File: config.mk
export PLATFORM = sky130hd
export DESIGN_NAME = int_to_decimal_digits_round_half_even_unit
export DESIGN_NICKNAME = d
export VERILOG_FILES = /design/src/design/i2d_pkg.sv /design/src/design/i2d_dabble_step.sv /design/src/design/int_to_decimal_digits_round_half_even_unit.sv
export SDC_FILE = /design/constraint.sdc
export NUM_CORES = 1
export LEC_CHECK = 0
export BUFFER_PORTS_ARGS = -buffer_cell sky130_fd_sc_hd__buf_2
export CAP_MARGIN = 10
export CELL_PAD_IN_SITES_DETAIL_PLACEMENT = 0
export CELL_PAD_IN_SITES_GLOBAL_PLACEMENT = 1
export CORE_MARGIN = 4
export CORE_UTILIZATION = 47
export CTS_CLUSTER_SIZE = 16
export DETAILED_ROUTE_END_ITERATION = 12
export GPL_ROUTABILITY_DRIVEN = 0
export PLACE_DENSITY = 0.87
export SLEW_MARGIN = 20
export SYNTH_ARGS = -nofsm -noshare
export SYNTH_HDL_FRONTEND = slang
export SYNTH_SLANG_ARGS = --single-unit
File: constraint.sdc
create_clock -name aclk -period 6.9 [get_ports aclk]
set_clock_uncertainty 0.2 [all_clocks]
set_input_delay 0.345 -clock aclk [delete_from_list [all_inputs] [get_ports aclk]]
set_output_delay 0.345 -clock aclk [all_outputs]
set_load 0.005 [all_outputs]
File: src/design/i2d_pkg.sv
// Package for the binary to decimal digit converter with round-half-even.
// Holds the digit constants, widths and the sequencer state type.
// No dependencies; used by every file of the design.
package i2d_pkg;

    localparam int NUM_DIGITS        = 10;
    localparam int DIGIT_W           = 4;
    localparam int BCD_W             = NUM_DIGITS * DIGIT_W;
    localparam int KEEP_W            = 4;
    localparam int DATA_IN_W         = 32;
    localparam int DATA_OUT_W        = BCD_W + 2 * KEEP_W;
    localparam int VALUE_WIDTH_DEF   = 32;

    typedef logic [DIGIT_W-1:0] digit_t;
    typedef logic [KEEP_W-1:0]  index_t;

    localparam digit_t DIGIT_ZERO = 4'd0;
    localparam digit_t DIGIT_ONE  = 4'd1;
    localparam digit_t DIGIT_FIVE = 4'd5;
    localparam digit_t DIGIT_NINE = 4'd9;
    localparam digit_t DABBLE_ADJ = 4'd3;

    localparam index_t LAST_INDEX = index_t'(NUM_DIGITS - 1);
    localparam index_t FULL_LEN   = index_t'(NUM_DIGITS);

    typedef enum logic [3:0] {
        ST_IDLE,
        ST_CONV,
        ST_LOAD,
        ST_NORM,
        ST_DEC1,
        ST_DEC2,
        ST_INC,
        ST_TRIM,
        ST_DONE
    } state_t;

endpackage

File: src/design/i2d_dabble_step.sv
// One shift-and-add-3 step of the binary to BCD conversion.
// Depends on i2d_pkg for the digit count and digit constants.
module i2d_dabble_step (
    input  logic [i2d_pkg::BCD_W-1:0] bcd_in,
    input  logic                      bit_in,
    output logic [i2d_pkg::BCD_W-1:0] bcd_out
);

    logic [i2d_pkg::BCD_W-1:0] adj;

    always_comb begin
        for (int i = 0; i < i2d_pkg::NUM_DIGITS; i++) begin
            if (bcd_in[i*i2d_pkg::DIGIT_W +: i2d_pkg::DIGIT_W] >= i2d_pkg::DIGIT_FIVE) begin
                adj[i*i2d_pkg::DIGIT_W +: i2d_pkg::DIGIT_W] =
                    bcd_in[i*i2d_pkg::DIGIT_W +: i2d_pkg::DIGIT_W] + i2d_pkg::DABBLE_ADJ;
            end else begin
                adj[i*i2d_pkg::DIGIT_W +: i2d_pkg::DIGIT_W] =
                    bcd_in[i*i2d_pkg::DIGIT_W +: i2d_pkg::DIGIT_W];
            end
        end
        bcd_out = {adj[i2d_pkg::BCD_W-2:0], bit_in};
    end

endmodule

File: src/design/int_to_decimal_digits_round_half_even_unit.sv
// Top level of the binary to decimal digit converter with round-half-even.
// Depends on i2d_pkg and i2d_dabble_step.
// The sequencer runs the shift-and-add-3 conversion, loads the digits, strips leading
// zeros, makes the round-half-even decision and propagates any carry when rounding is
// needed, else trims trailing zeros, and posts the result once the output register is free.
// A new request is taken only when the sequencer is back in idle; s_tready is high only when idle.
// Reset: synchronous, active low; clears the sequencer, the output valid and the register.
module int_to_decimal_digits_round_half_even_unit #(
    parameter int VALUE_WIDTH = i2d_pkg::VALUE_WIDTH_DEF
) (
    input  logic                             aclk,
    input  logic                             aresetn,
    input  logic                             cfg_we,
    input  logic [i2d_pkg::KEEP_W-1:0]       cfg_wdata,
    input  logic                             s_tvalid,
    output logic                             s_tready,
    input  logic [i2d_pkg::DATA_IN_W-1:0]    s_tdata,   // value
    output logic                             m_tvalid,
    input  logic                             m_tready,
    output logic [i2d_pkg::DATA_OUT_W-1:0]   m_tdata    // digits_bcd, digit_count, decimal_position
);

    localparam int CNT_W = $clog2(VALUE_WIDTH + 1);

    i2d_pkg::state_t              state_reg, state_next;
    logic [VALUE_WIDTH-1:0]       mag_reg, mag_next;
    logic [CNT_W-1:0]             cnt_reg, cnt_next;
    logic [i2d_pkg::BCD_W-1:0]    bcd_reg, bcd_next, bcd_step;
    i2d_pkg::digit_t              dig_reg [i2d_pkg::NUM_DIGITS];
    i2d_pkg::digit_t              dig_next [i2d_pkg::NUM_DIGITS];
    i2d_pkg::index_t              len_reg, len_next;
    i2d_pkg::index_t              pos_reg, pos_next;
    i2d_pkg::index_t              ptr_reg, ptr_next;
    i2d_pkg::index_t              keep_reg, keep_next;
    logic                         up_reg, up_next;
    logic                         half_reg, half_next;
    logic                         m_valid_reg, m_valid_next;
    logic [i2d_pkg::DATA_OUT_W-1:0] m_data_reg, m_data_next;

    logic [VALUE_WIDTH-1:0]       raw;
    i2d_pkg::digit_t              rd;
    logic                         rest_nz;
    logic                         sticky;
    logic [i2d_pkg::BCD_W-1:0]    packed_bcd;

    i2d_dabble_step u_step (
        .bcd_in  (bcd_reg),
        .bit_in  (mag_reg[VALUE_WIDTH-1]),
        .bcd_out (bcd_step)
    );

    assign raw      = s_tdata[VALUE_WIDTH-1:0];
    assign s_tready = (state_reg == i2d_pkg::ST_IDLE);
    assign m_tvalid = m_valid_reg;
    assign m_tdata  = m_data_reg;

    always_comb begin
        rd      = dig_reg[ptr_reg];
        rest_nz = 1'b0;
        sticky  = 1'b0;
        for (int i = 0; i < i2d_pkg::NUM_DIGITS; i++) begin
            if ((i >= int'(keep_reg)) && (dig_reg[i] != i2d_pkg::DIGIT_ZERO)) begin
                rest_nz = 1'b1;
            end
            if ((i > int'(ptr_reg)) && (dig_reg[i] != i2d_pkg::DIGIT_ZERO)) begin
                sticky = 1'b1;
            end
            packed_bcd[(i2d_pkg::NUM_DIGITS-1-i)*i2d_pkg::DIGIT_W +: i2d_pkg::DIGIT_W] =
                dig_reg[i];
        end
    end

    always_comb begin
        state_next   = state_reg;
        mag_next     = mag_reg;
        cnt_next     = cnt_reg;
        bcd_next     = bcd_reg;
        dig_next     = dig_reg;
        len_next     = len_reg;
        pos_next     = pos_reg;
        ptr_next     = ptr_reg;
        up_next      = up_reg;
        half_next    = half_reg;
        keep_next    = keep_reg;
        m_valid_next = m_valid_reg;
        m_data_next  = m_data_reg;

        if (cfg_we) begin
            keep_next = cfg_wdata;
        end
        if (m_valid_reg && m_tready) begin
            m_valid_next = 1'b0;
        end

        unique case (state_reg)
            i2d_pkg::ST_IDLE: begin
                if (s_tvalid) begin
                    mag_next   = raw[VALUE_WIDTH-1] ? ({VALUE_WIDTH{1'b0}} - raw) : raw;
                    bcd_next   = '0;
                    cnt_next   = CNT_W'(VALUE_WIDTH);
                    state_next = i2d_pkg::ST_CONV;
                end
            end
            i2d_pkg::ST_CONV: begin
                bcd_next = bcd_step;
                mag_next = {mag_reg[VALUE_WIDTH-2:0], 1'b0};
                cnt_next = cnt_reg - 1'b1;
                if (cnt_reg == CNT_W'(1)) begin
                    state_next = i2d_pkg::ST_LOAD;
                end
            end
            i2d_pkg::ST_LOAD: begin
                for (int i = 0; i < i2d_pkg::NUM_DIGITS; i++) begin
                    dig_next[i] = bcd_reg[(i2d_pkg::NUM_DIGITS-1-i)*i2d_pkg::DIGIT_W
                                          +: i2d_pkg::DIGIT_W];
                end
                len_next   = i2d_pkg::FULL_LEN;
                state_next = i2d_pkg::ST_NORM;
            end
            i2d_pkg::ST_NORM: begin
                if ((dig_reg[0] == i2d_pkg::DIGIT_ZERO) && (len_reg > i2d_pkg::index_t'(1))) begin
                    for (int i = 0; i < i2d_pkg::NUM_DIGITS - 1; i++) begin
                        dig_next[i] = dig_reg[i+1];
                    end
                    dig_next[i2d_pkg::NUM_DIGITS-1] = i2d_pkg::DIGIT_ZERO;
                    len_next = len_reg - 1'b1;
                end else begin
                    pos_next = len_reg;
                    if ((keep_reg != '0) && rest_nz) begin
                        ptr_next   = keep_reg;
                        state_next = i2d_pkg::ST_DEC1;
                    end else begin
                        ptr_next   = len_reg - 1'b1;
                        state_next = i2d_pkg::ST_TRIM;
                    end
                end
            end
            i2d_pkg::ST_DEC1: begin
                up_next   = (rd > i2d_pkg::DIGIT_FIVE) || ((rd == i2d_pkg::DIGIT_FIVE) && sticky);
                half_next = (rd == i2d_pkg::DIGIT_FIVE) && !sticky;
                for (int i = 0; i < i2d_pkg::NUM_DIGITS; i++) begin
                    if (i >= int'(ptr_reg)) begin
                        dig_next[i] = i2d_pkg::DIGIT_ZERO;
                    end
                end
                ptr_next   = ptr_reg - 1'b1;
                state_next = i2d_pkg::ST_DEC2;
            end
            i2d_pkg::ST_DEC2: begin
                if (up_reg || (half_reg && rd[0])) begin
                    state_next = i2d_pkg::ST_INC;
                end else begin
                    state_next = i2d_pkg::ST_TRIM;
                end
            end
            i2d_pkg::ST_INC: begin
                if (rd < i2d_pkg::DIGIT_NINE) begin
                    dig_next[ptr_reg] = rd + i2d_pkg::DIGIT_ONE;
                    state_next        = i2d_pkg::ST_DONE;
                end else begin
                    dig_next[ptr_reg] = i2d_pkg::DIGIT_ZERO;
                    if (ptr_reg == '0) begin
                        dig_next[0] = i2d_pkg::DIGIT_ONE;
                        pos_next    = pos_reg + 1'b1;
                        state_next  = i2d_pkg::ST_DONE;
                    end else begin
                        ptr_next = ptr_reg - 1'b1;
                    end
                end
            end
            i2d_pkg::ST_TRIM: begin
                if ((ptr_reg != '0) && (rd == i2d_pkg::DIGIT_ZERO)) begin
                    ptr_next = ptr_reg - 1'b1;
                end else begin
                    state_next = i2d_pkg::ST_DONE;
                end
            end
            i2d_pkg::ST_DONE: begin
                if (!m_valid_reg || m_tready) begin
                    m_valid_next = 1'b1;
                    m_data_next  = {pos_reg, ptr_reg + 1'b1, packed_bcd};
                    state_next   = i2d_pkg::ST_IDLE;
                end
            end
            default: begin
                state_next = i2d_pkg::ST_IDLE;
            end
        endcase
    end

    always_ff @(posedge aclk) begin
        if (!aresetn) begin
            state_reg   <= i2d_pkg::ST_IDLE;
            m_valid_reg <= 1'b0;
            keep_reg    <= '0;
        end else begin
            state_reg   <= state_next;
            m_valid_reg <= m_valid_next;
            keep_reg    <= keep_next;
        end
    end

    always_ff @(posedge aclk) begin
        mag_reg    <= mag_next;
        cnt_reg    <= cnt_next;
        bcd_reg    <= bcd_next;
        dig_reg    <= dig_next;
        len_reg    <= len_next;
        pos_reg    <= pos_next;
        ptr_reg    <= ptr_next;
        up_reg     <= up_next;
        half_reg   <= half_next;
        m_data_reg <= m_data_next;
    end

endmodule

After elaboration in Yosys (flattened, before gate mapping)
Index checks and enable logic that the tools add are counted.
{ "totals": {"register_bits": 189, "wordCells": 267, "out_inout_bits": 50, "in_bits": 41} }
{ "op_classes": {"reduce_logical": 69, "muxes": 81, "bitwise": 3, "magnitude_cmp": 44, "addsub": 17, "eq_ne": 31} }
{ "op_table": {"columns": ["op", "count"], "rows": [
  ["$pmux 40 s4", 1],
  ["$mux 4", 39],
  ["$mux 40", 3],
  ["$pmux 40 s2", 1],
  ["$mux 32", 2],
  ["$pmux 32 s2", 1],
  ["$reduce_bool 4->1", 14],
  ["$and 40x40->40", 1],
  ["$bwmux 40", 1],
  ["$ge 4x3->1 const B", 10],
  ["$ne 2x2->1 const B", 20],
  ["$not 40->40", 1],
  ["$add 4x2->4 const B", 9],
  ["$pmux 4 s9", 1],
  ["$ge 3x4->1 const A", 8],
  ["$sub 1x32->32 const A", 1],
  ["$reduce_and 3->1", 10],
  ["$logic_and 1x1->1", 27],
  ["$mux 1", 23],
  ["$eq 4x3->1 const B", 5],
  ["$bmux 4 s4", 1],
  ["$demux 4 s4", 1],
  ["$ge 1x4->1 const A", 4],
  ["$ge 2x4->1 const A", 4],
  ["34 further kinds", 57]
]} }

Logic depth before layout (Yosys ltp)
Gate-level depths: netlist of the first run.
{ "logic_depth": {"word_depth": 16, "ltp_mapped": 11, "ltp_nobuf": 9} }

Cells and area by module
Synthesis of the first run repeated with hierarchy kept, for this count alone.
{ "hier_totals": {"hier_cells": 958, "hier_area_um2": 10440.0} }
{ "modules_own_cells": {"columns": ["module", "n_inst", "cells_per_inst", "area_each_um2", "seq_area_each_um2"], "rows": [
  ["int_to_decimal_digits_round_half_even_unit", 1, 801, 9439.1, 5585.4],
  ["i2d_dabble_step", 1, 157, 1001.0, 0.0]
]} }

Worst setup path before layout of the first run
OpenSTA, ideal clock, no wires.
{ "synth_timing": {"kind": "reg-to-reg", "startpoint": "register state_reg[0]", "endpoint": "register bcd_reg[0] in the netlist's numbering, enable pin", "setup_ns": 0.515, "slack_ns": 2.058, "required_ns": 6.185, "arrival_ns": 4.127, "path_stages_with_launch": 5, "synth_period_minus_slack_ns": 4.842, "n_path_buf": 2, "cell_sequence": "dfxtp_1 > clkbuf_1 > buf_2 > o21ai_0 > nor2_1"} }
{ "synth_via": {"elab_chain_len": 3, "elab_cells_between_ends": 5, "cone_classes": "eq/ne: 2; reduce/logical: 3"} }
{ "synth_rtl": {"columns": ["item", "line", "text"], "rows": [
  ["start: declaration", "int_to_decimal_digits_round_half_even_unit.sv:25", "i2d_pkg::state_t state_reg, state_next;"],
  ["start signal: assignment", "int_to_decimal_digits_round_half_even_unit.sv:193", "state_reg <= i2d_pkg::ST_IDLE;"],
  ["start signal: assignment", "int_to_decimal_digits_round_half_even_unit.sv:197", "state_reg <= state_next;"],
  ["$eq 4x1->1 or $logic_not 4->1 (tied branches)", "int_to_decimal_digits_round_half_even_unit.sv:95", "unique case (state_reg)"],
  ["$reduce_bool 2->1 (no line) or $ne 2x2->1 (tied branches)", null, null],
  ["$reduce_and 2->1 (no line) (*)", null, null],
  ["end signal: assignment", "int_to_decimal_digits_round_half_even_unit.sv:206", "bcd_reg <= bcd_next;"],
  ["end: declaration", "int_to_decimal_digits_round_half_even_unit.sv:28", "logic [i2d_pkg::BCD_W-1:0] bcd_reg, bcd_next, bcd_step;"]
]} }
Every way passes the cells marked *; elsewhere a longest branch is shown, timed or not.
A chain may end at the register's enable or synchronous reset.

Final worst setup path of the first run
{ "layout_timing": {"startpoint": "register ptr_reg[0]", "endpoint": "register pos_reg[1], enable pin"} }
{ "layout_via": {"elab_chain_len": 7, "elab_cells_between_ends": 9, "cone_classes": "order compare: 1; eq/ne: 2; mux: 3; bitwise: 1; reduce/logical: 2"} }
{ "layout_rtl": {"columns": ["item", "line", "text"], "rows": [
  ["start: declaration", "int_to_decimal_digits_round_half_even_unit.sv:33", "i2d_pkg::index_t ptr_reg, ptr_next;"],
  ["start signal: assignment", "int_to_decimal_digits_round_half_even_unit.sv:210", "ptr_reg <= ptr_next;"],
  ["$not 4->5 (not written as such)", "int_to_decimal_digits_round_half_even_unit.sv:58", "rd = dig_reg[ptr_reg];"],
  ["$bmux 4 s4", "int_to_decimal_digits_round_half_even_unit.sv:58", null],
  ["$mux 4 (not written as such) (2 in a row)", "int_to_decimal_digits_round_half_even_unit.sv:58", null],
  ["$lt 4x4->1", "int_to_decimal_digits_round_half_even_unit.sv:157", "if (rd < i2d_pkg::DIGIT_NINE) begin"],
  ["$ne 2x2->1 (no line)", null, null],
  ["$reduce_and 4->1 (no line) (*)", null, null],
  ["end signal: assignment", "int_to_decimal_digits_round_half_even_unit.sv:209", "pos_reg <= pos_next;"],
  ["end: declaration", "int_to_decimal_digits_round_half_even_unit.sv:32", "i2d_pkg::index_t pos_reg, pos_next;"]
]} }
Every way passes the cells marked *; elsewhere a longest branch is shown, timed or not. The select of a mux whose other input is x is not followed.

==> flow_summary.ini, run 1 <==
[power]
p_per_area_nw_per_um2 = 472
power_frac_clock_pct = 17.7
total_power_mw = 5.68
p_int_mw = 3.34
ir_drop_mv = 0.292
combPwrFrac_pct = 37.8
p_sw_share_pct = 41.2
power_switching_mw = 2.34
power_frac_seq_pct = 44.5
power_leakage_nw = 4.40

[timing]
min_period_ns = 3.91
finalSetupViolCount = 0
post-route-period-util_pct = 56.7
hold_viol = 0
rsz0062_at_grt = no
tns_ns = 0
slew_violations = 0
tightest_slew_ns = 1.01
fmax_mhz = 256
slew_headroom_pct = 32.2
whs_ns = 0.00959

[setup_path]
rrSetupSlack_ns = 2.99
worst-path-max-fanout = 21
setup.worst_path.class = reg2reg
crit_path_start_kind = flop
crit_required_ns = 6.81
worst_r2r_startpoint = ptr_reg[0]
cp.arrival_ns = 3.82
reg2reg_depth = 7
reg2reg_to = pos_reg[1]
critPathCaptureType = flop

[floorplan]
ios = 91
initial_utilization_pct = 47.8
rows = 55
die_w_um = 159
dieArea_sq_um = 25400
die_y_um = 159
design.core.area_sq_um = 22600

[clock_tree]
cts-resized-gates = 0
cts_setup_buffers = 0
clock_latency_ns = 0.44
clk_pin_slew_worst_paths_ns = 0.08
htreeDepth = 4
root_buffer = clkbuf_16
cts_num_sinks = 189
postCtsHoldBufs = 4
cts_tree = yes
clock_path_buffers = 2
cts_inserted_buffers = 17

[synth]
synth-seq-area-share_pct = 51.8
synthesis.nets = 1067
async_reset_ff_share_pct = 0
synth_mux_area_share_pct = 3.60
synth_top_area_cell = edfxtp_1
syn_inst = 991
synth_top_family_by_area = compound AO/OA/AOI/OAI gates
synth-edff-count = 180
synth_top_area_share_pct = 50.1
ys.flop_type = edfxtp_1
synth_fa_ha_area_share_pct = 4.06
syn_area_per_cell_sq_um = 10.9
synth_compound_area_share_pct = 18.2
yosys-top-cells-area = edfxtp_1 (50%), ha_1 (4.1%), o21ai_0 (3.9%)
yosysWarnings = 0
ys_ff_latch = 189
synth_cell_types = 83
yosys.area_share.simple_pct = 13.7
synth-xor-area-share_pct = 4.87
netlist_area_sq_um = 10800

[status]
status = finished clean

[global_routing]
grt_pass1_wl_um = 40800
grt_usage_pct = 19.7
grt_max_degree = 64
grt_pass1_vias = 7626
overflow = 0
antenna_found_initial = 0

[finish]
final_common_cell = edfxtp_1
nNetsFinal = 1130
area_growth_pct = 11.7
drive_above_1_share_pct = 16.8
n_antenna_cell = 0
utilization_pct = 53.4
most-common-layout-cells = edfxtp_1 (180), nand2_1 (90), buf_2 (90)
largest_reg_flops = 48
post-route-cell-area_sq_um = 12000

[route]
remaining_drc_errors = 0
wl_um = 25600
vias = 8061
drtAntennaViolNets = 0
drtIter0Drc = 753
dr.pass1.iters = 5
routedWlPerCell_um = 18.9
drt-vias-per-instance = 5.96

[placed_design]
hpwlAfterDp_um = 17700
placed_cell_area_sq_um = 11400
port_buffers = 90

[worst_hold_path]
min_path_cells = 3
holdPathEnd = state_reg[1]
hp-start = aresetn
hold_class = in2reg

[flow_run]
drv_cap = 0
[power groups by stage]
stage | logic (mW) | registers [mW] | clock network (mW)
finish | 2.15 | 2.53 | 1.00
global route | 2.41 | 2.58 | 1.07
CTS | 2.15 | 2.52 | 1.02
detailed placement | 2.13 | 2.54 | 0
global placement | 2.08 | 2.52 | 0
floorplan | 1.69 | 2.31 | 0
[worst max-delay path, cell delays in order (launching register included)]
cell and delay, ns:
edfxtp_1 0.87, mux2_2 0.41, a222oi_1 0.42, and2_4 0.25, ha_1 0.25, nand4_1 0.23, nand2_1 0.56, o21ai_0 0.38
[per-stage QoR]
step | worst slack, ns | cells
2_1_floorplan | 2.06 | 991
3_3_place_gp | 3.16 | 1316
3_5_place_dp | 3.11 | 1316
4_1_cts | 3.04 | 1352
5_1_grt | 2.86 | 1352
6_report | 2.99 | 1352
[area by class of cell]
cell class	instances	area, sq um
inverters	38	143
repair buffers	101	543
clock buffers	18	429
multi-input cells	707	4820
fillers	1972	10500
clock inverters	14	171
well taps	285	357
flip-flops and latches	189	5590
[routing by layer]
layer,track usage (%),up-vias,part of all wire (%)
met5,0,-,0
met4,6.00,0,1.5
met3,3.86,36,7.7
met2,31.0,359,47
met1,27.9,3826,44
li1,-,3840,-
[worst max-delay path by stage]
stage	slack, ns	to	cells past startpoint	start
after floorplan	2.06	bcd_reg[0]	4	state_reg[0]
after global placement	3.16	pos_reg[1]	7	ptr_reg[0]
after detailed placement	3.11	dig_reg[36]	8	ptr_reg[0]
after CTS	3.04	pos_reg[1]	7	ptr_reg[0]
after global routing	2.86	dig_reg[36]	8	ptr_reg[0]
final	2.99	pos_reg[1]	7	ptr_reg[0]
[logic make-up (layout without fill, tap and decap cells)]
logic type / after synthesis / count (layout)
xor gates and xnor gates: 60 / 60
and+or+nand+nor: 287 / 287
muxes: 36 / 36
adders and majority gates: 35 / 35
DFF: 189 / 189
buffers and inverters: 95 / 171
AOI/OAI and AO/OA: 289 / 289
[cells in the mapped netlist, types with 7 or more instances]
| cell | instances |
|---|---|
| mux2_2 | 7 |
| nand3_1 | 16 |
| nor3_1 | 18 |
| nor2_1 | 70 |
| a31oi_1 | 9 |
| nand2_1 | 90 |
| and3_1 | 13 |
| clkbuf_1 | 37 |
| o21ai_1 | 12 |
| dfxtp_1 | 9 |
| a32o_1 | 18 |
| nand2b_1 | 16 |
| edfxtp_1 | 180 |
| a21oi_1 | 67 |
| inv_1 | 37 |
| a22oi_1 | 27 |
| xnor2_1 | 19 |
| o21ai_0 | 84 |
| or3_1 | 7 |
| xor2_1 | 41 |
| mux2i_1 | 26 |
| nor4_1 | 12 |
| ha_1 | 35 |
| buf_2 | 10 |
| o31ai_1 | 11 |
| o21a_1 | 7 |
No activity file was read; power rests on OpenSTA's default activity.
==> run 2: changes to the inputs <==
--- a/config.mk
+++ b/config.mk
@@ -5,16 +5,17 @@
 export SDC_FILE = /design/constraint.sdc
 export NUM_CORES = 1
 export LEC_CHECK = 0
+export ABC_AREA = 1
 export BUFFER_PORTS_ARGS = -buffer_cell sky130_fd_sc_hd__buf_2
 export CAP_MARGIN = 10
 export CELL_PAD_IN_SITES_DETAIL_PLACEMENT = 0
 export CELL_PAD_IN_SITES_GLOBAL_PLACEMENT = 1
 export CORE_MARGIN = 4
-export CORE_UTILIZATION = 47
+export CORE_UTILIZATION = 42
 export CTS_CLUSTER_SIZE = 16
 export DETAILED_ROUTE_END_ITERATION = 12
 export GPL_ROUTABILITY_DRIVEN = 0
-export PLACE_DENSITY = 0.87
+export PLACE_DENSITY = 0.85
 export SLEW_MARGIN = 20
 export SYNTH_ARGS = -nofsm -noshare
 export SYNTH_HDL_FRONTEND = slang
==> constraint.sdc (replaced) <==
create_clock -name aclk -period 3.4 [get_ports aclk]
set_clock_uncertainty 0.2 [all_clocks]
set_input_delay 0.17 -clock aclk [delete_from_list [all_inputs] [get_ports aclk]]
set_output_delay 0.17 -clock aclk [all_outputs]
set_load 0.005 [all_outputs]
==> run 2 against run 1 <==
Sequential share of layout area decreased by 2.8 points. Critical path depth increased by 6. Setup slack got worse by 2.6 ns. Design area increased by 6.4%. First-iteration DRC count decreased by 1.9%. Largest cell class unchanged. Final cell count increased by 29%. Sequential power increased by 95%. Combinational power increased by 120%.
==> flow_summary.ini, run 2 <==
[timing]
post-route-period-util_pct = 88.7
finalSetupViolCount = 0
slew_headroom_pct = 56.2
hold_viol = 0
fmax_mhz = 332
rsz0062_at_grt = no
tns_ns = 0
fin_ws_ns = 0.384
min_period_ns = 3.02
slew_violations = 0
tightest_slew_ns = 0.657

[finish]
drive_above_1_share_pct = 13.0
most-common-layout-cells = nand2_1 (299), edfxtp_1 (180), inv_1 (154)
n_antenna_cell = 0
final_common_cell = nand2_1
fillers = 2443
largest_reg_flops = 48
nNetsFinal = 1474
area_growth_pct = 16.3

[setup_path]
critPathCaptureType = flop
critical-path-max-stage-delay_ns = 0.75
setup.worst_path.class = reg2reg
critPathSlowestCell = edfxtp_1
worst-path-max-fanout = 12
worst_r2r_startpoint = ptr_reg[1]
crit_family = simple AND/OR/NAND/NOR gates
critical_path.cell_chain = nand2_2 -> nor2_1 -> o21ai_0 -> nand2_1 -> nand2_1 -> nand3_2 -> inv_1 -> ha_1 -> nand3_4 -> nand2_4 -> nand2_1 -> o21ai_1 -> a21oi_1
cp.arrival_ns = 2.91
reg2reg_to = pos_reg[0]
reg2reg_depth = 13
crit_required_ns = 3.29
crit_path_start_kind = flop
cp_common_cell = nand2_1
rrSetupSlack_ns = 0.38
path_buf_inv = 1

[synth]
async_reset_ff_share_pct = 0
synth-edff-count = 180
synth_top_area_cell = edfxtp_1
syn_area_per_cell_sq_um = 8.65
synth_common_cells = nand2_1 (300), edfxtp_1 (180), inv_1 (154)
synth_top_area_share_pct = 49.1
netlist_area_sq_um = 11000
ys.flop_type = edfxtp_1
synth_cell_types = 47
yosysWarnings = 0
syn_inst = 1274
yosys-top-cells-area = edfxtp_1 (49%), nand2_1 (10%), inv_1 (5.2%)
synth-seq-area-share_pct = 50.7
ys_ff_latch = 189
synthesis.nets = 1350
synth_most_common_cell = nand2_1

[worst_hold_path]
hp-start = s_tdata[7]
min_path_cells = 4
holdPathEnd = mag_reg[7]
hold_class = in2reg

[route]
wl_um = 28400
remaining_drc_errors = 0
dr.pass1.iters = 5
routedWlPerCell_um = 16.3
vias = 9217
drt-vias-per-instance = 5.28
drtIter0Drc = 739
drtAntennaViolNets = 0

[clock_tree]
clk_pin_slew_worst_paths_ns = 0.08
htreeDepth = 4
cts-resized-gates = 0
clock_latency_ns = 0.44
clock_path_buffers = 2
postCtsHoldBufs = 41
cts_inserted_buffers = 17
cts_tree = yes
cts_setup_buffers = 0
cts_num_sinks = 189
root_buffer = clkbuf_16

[power]
ir_drop_mv = 0.467
p_per_area_nw_per_um2 = 908
total_power_mw = 11.6
power_leakage_nw = 5.48

[global_routing]
grt_pass1_vias = 8789
grt_usage_pct = 19.7
overflow = 0
grt_pass1_wl_um = 45400
grt_max_degree = 68
antenna_found_initial = 0

[floorplan]
initial_utilization_pct = 42.5
dieArea_sq_um = 28900
design.core.area_sq_um = 25900
ios = 91
rows = 59
die_w_um = 170
die_y_um = 170

[placed_design]
port_buffers = 90
hpwlAfterDp_um = 20500
pre_cts_slack_ns = 0.435

[flow_run]
drv_cap = 0

[status]
status = finished clean
==> run 2: power breakdown <==
part           internal [mW]  total (mW)  switching [mW]
registers               3.99        4.94           0.942
logic                   1.48        4.73            3.25
clock network          0.985        1.97           0.989
==> run 2: cell type report <==
class / count / area [sq um] / share of cell area (%)
tap: 335 / 419 / 3.27
timing repair buffer: 142 / 968 / 7.56
clock buffer: 18 / 429 / 3.35
sequential: 189 / 5590 / 43.6
clock inverter: 14 / 155 / 1.21
multi-input combinational: 882 / 4630 / 36.2
inverter: 166 / 626 / 4.88
==> run 2: per-layer routing <==
metal	vias to the layer above	part of all wire [%]	track usage, %
met5	-	0	0
met4	0	2.4	6.42
met3	38	6.2	3.46
met2	300	46	31.6
met1	4325	46	27.3
li1	4554	-	-
==> run 2: worst min-delay path, cell delays in order <==
cell and delay, ns:
buf_2 0.10, inv_1 0.07, xor2_1 0.07, o21ai_0 0.13
==> run 2: through the flow <==
step | hold slack [ns] | cells | cell area, sq um | util (%)
6_report | 0.0113 | 1746 | 12800 | 49.5
5_1_grt | 0.0296 | 1746 | 12800 | 49.5
4_1_cts | 0.0131 | 1746 | 12800 | 49.5
3_5_place_dp | 0.266 | 1673 | 11800 | 45.6
3_3_place_gp | 0.256 | 1673 | 11800 | 45.6
2_1_floorplan | 0.0958 | 1274 | 11000 | -
==> run 2: worst max path at each step <==
| stage | startpoint | endpoint | slack [ns] | depth (start not counted) |
|---|---|---|---|---|
| after floorplan | state_reg[0] | bcd_reg[0] | 0.01 | 6 |
| after global placement | ptr_reg[1] | ptr_reg[0] | 0.53 | 13 |
| after detailed placement | ptr_reg[1] | pos_reg[1] | 0.44 | 13 |
| after CTS | ptr_reg[1] | pos_reg[0] | 0.41 | 13 |
| after global routing | ptr_reg[0] | ptr_reg[3] | 0.13 | 14 |
| final | ptr_reg[1] | pos_reg[0] | 0.38 | 13 |
==> run 2: logic make-up after synthesis <==
kind of cell    synth area share [%]
xor+xnor                        2.55
simple gates                    22.5
compound gates                  12.8
fa+ha+maj                       3.97
buf+inv                         7.44
flops                           50.7
==> run 3: changes to the inputs <==
--- a/config.mk
+++ b/config.mk
@@ -15,8 +15,8 @@
 export CTS_CLUSTER_SIZE = 16
 export DETAILED_ROUTE_END_ITERATION = 12
 export GPL_ROUTABILITY_DRIVEN = 0
+export HOLD_SLACK_MARGIN = 0.15
 export PLACE_DENSITY = 0.85
-export SLEW_MARGIN = 20
 export SYNTH_ARGS = -nofsm -noshare
 export SYNTH_HDL_FRONTEND = slang
 export SYNTH_SLANG_ARGS = --single-unit
==> run 3 against run 2 <==
Via count is 0.30% higher. Clock power hardly changed. Sequential power hardly changed. Critical endpoint is now mag_reg[25].
==> flow_summary.ini, run 3 (synthesis results as in run 2) <==
[floorplan]
design.core.area_sq_um = 25900
dieArea_sq_um = 28900
die_y_um = 170
ios = 91
die_w_um = 170
initial_utilization_pct = 42.5
rows = 59

[clock_tree]
clk_pin_slew_worst_paths_ns = 0.08
htreeDepth = 4
clock_latency_ns = 0.44
cts_inserted_buffers = 17
cts_num_sinks = 189
root_buffer = clkbuf_16
clock_path_buffers = 2
cts_tree = yes

[setup_path]
crit_family = buffers and inverters
critPathCaptureType = flop
critical-path-max-stage-delay_ns = 0.59
cp_common_cell = dlygate4sd3_1
setup.worst_path.class = in2reg
cp.arrival_ns = 3.32
path_buf_inv = 4
critPathSlowestCell = dlygate4sd3_1
critical_path.cell_chain = dlygate4sd3_1 -> buf_2 -> nor2_1 -> nand3_1 -> nor3_1 -> nand4_1 -> nor3_1 -> nor2_1 -> nand2_1 -> dlygate4sd3_1 -> nand3_1 -> dlygate4sd3_1 -> nand2_1
crit_path_start_kind = input port
worst-path-max-fanout = 4
rrSetupSlack_ns = 0.26
crit_required_ns = 3.52

[route]
drtAntennaViolNets = 0
routedWlPerCell_um = 16.2
vias = 9245
drtIter0Drc = 758
drt-vias-per-instance = 5.23
dr.pass1.iters = 6
wl_um = 28600
remaining_drc_errors = 0

[finish]
fillers = 2417
utilization_pct = 50.2
nNetsFinal = 1495
final_common_cell = nand2_1
drive_above_1_share_pct = 13.3
final_cells = 1767
most-common-layout-cells = nand2_1 (299), edfxtp_1 (180), inv_1 (154)
n_antenna_cell = 0
largest_reg_flops = 48
area_growth_pct = 18.2

[timing]
post-route-period-util_pct = 94.3
hold_viol = 0
min_period_ns = 3.20
tightest_slew_ns = 0.661
rsz0062_at_grt = no
slew_violations = 0
whs_ns = 0.212
slew_headroom_pct = 55.9
tns_ns = 0
fmax_mhz = 312
finalSetupViolCount = 0
fin_ws_ns = 0.195

[global_routing]
overflow = 0
grt_max_degree = 68
grt_usage_pct = 19.8
grt_pass1_vias = 8913
grt_pass1_wl_um = 45700
antenna_found_initial = 0

[placed_design]
port_buffers = 90
dp.cells = 1673
hpwlAfterDp_um = 20500
pre_cts_slack_ns = 0.435

[power]
p_per_area_nw_per_um2 = 901
power_leakage_nw = 5.57
ir_drop_mv = 0.468

[status]
status = finished clean

[flow_run]
drv_cap = 0

[worst_hold_path]
hold_class = in2reg
## run 3: changes by cell type in the layout (fill, tap and decap cells not counted), sizes merged
| cell | change |
|---|---|
| buf | +6 |
| dlygate4sd3 | +15 |
## run 3: path summary, 6_finish.rpt
check,from,cells past startpoint,endpoint
max,s_tdata[18],13,mag_reg[25]
min reg2reg,pos_reg[3],0,m_tdata[47]
max reg2reg,ptr_reg[2],19,state_reg[2]
min,s_tdata[31],4,mag_reg[15]
## run 3: repair_timing
action	CTS	global route
gates resized for setup	0	3
hold buffers	56	0
setup buffers	0	6
endpoints found under the hold margin	41	0
endpoints found under the setup margin	0	2
## run 3: where the power goes
group          switching (mW)  internal (mW)  total, mW  leakage [nW]
Clock                   0.985          0.985       1.97         0.279
Sequential              0.918           3.99       4.91          1.78
Combinational            3.29           1.56       4.85          3.51
## run 3: worst reg2reg max path: stages (launching register included)
cell and delay, ns:
edfxtp_1 0.62, inv_4 0.13, nor2_4 0.16, nand3_1 0.12, nand2_1 0.08, nand2_1 0.06
nand3_2 0.14, inv_1 0.10, ha_1 0.19, inv_1 0.05, nor2_1 0.04, nand3_1 0.08
nor2_1 0.06, nand2_1 0.12, inv_2 0.05, nor2_2 0.15, nand2_1 0.08, nand3_1 0.06
dlygate4sd3_1 0.54, inv_1 0.03
## run 3: layout make-up
type | count | area, sq um | area share [%]
sequential | 189 | 5590 | 42.9
multi-input combinational | 882 | 4640 | 35.6
timing repair buffer | 163 | 1160 | 8.94
inverter | 166 | 628 | 4.82
clock buffer | 18 | 429 | 3.30
tap | 335 | 419 | 3.22
clock inverter | 14 | 155 | 1.19
## run 3: layer usage
| metal | vias up | part of all wire (%) | GRT usage, % |
|---|---|---|---|
| met1 | 4309 | 45 | 27.2 |
| li1 | 4601 | - | - |
| met5 | - | 0 | 0 |
| met2 | 299 | 46 | 32.0 |
| met4 | 0 | 2.3 | 6.42 |
| met3 | 36 | 6.6 | 3.46 |
## run 3: metrics by stage
stage          power, mW  instance area (sq um)
3_3_place_gp        9.52                  11800
4_1_cts             11.7                  13000
6_report            11.7                  13000
5_1_grt             12.6                  13000
3_5_place_dp        9.63                  11800
2_1_floorplan       8.11                  11000
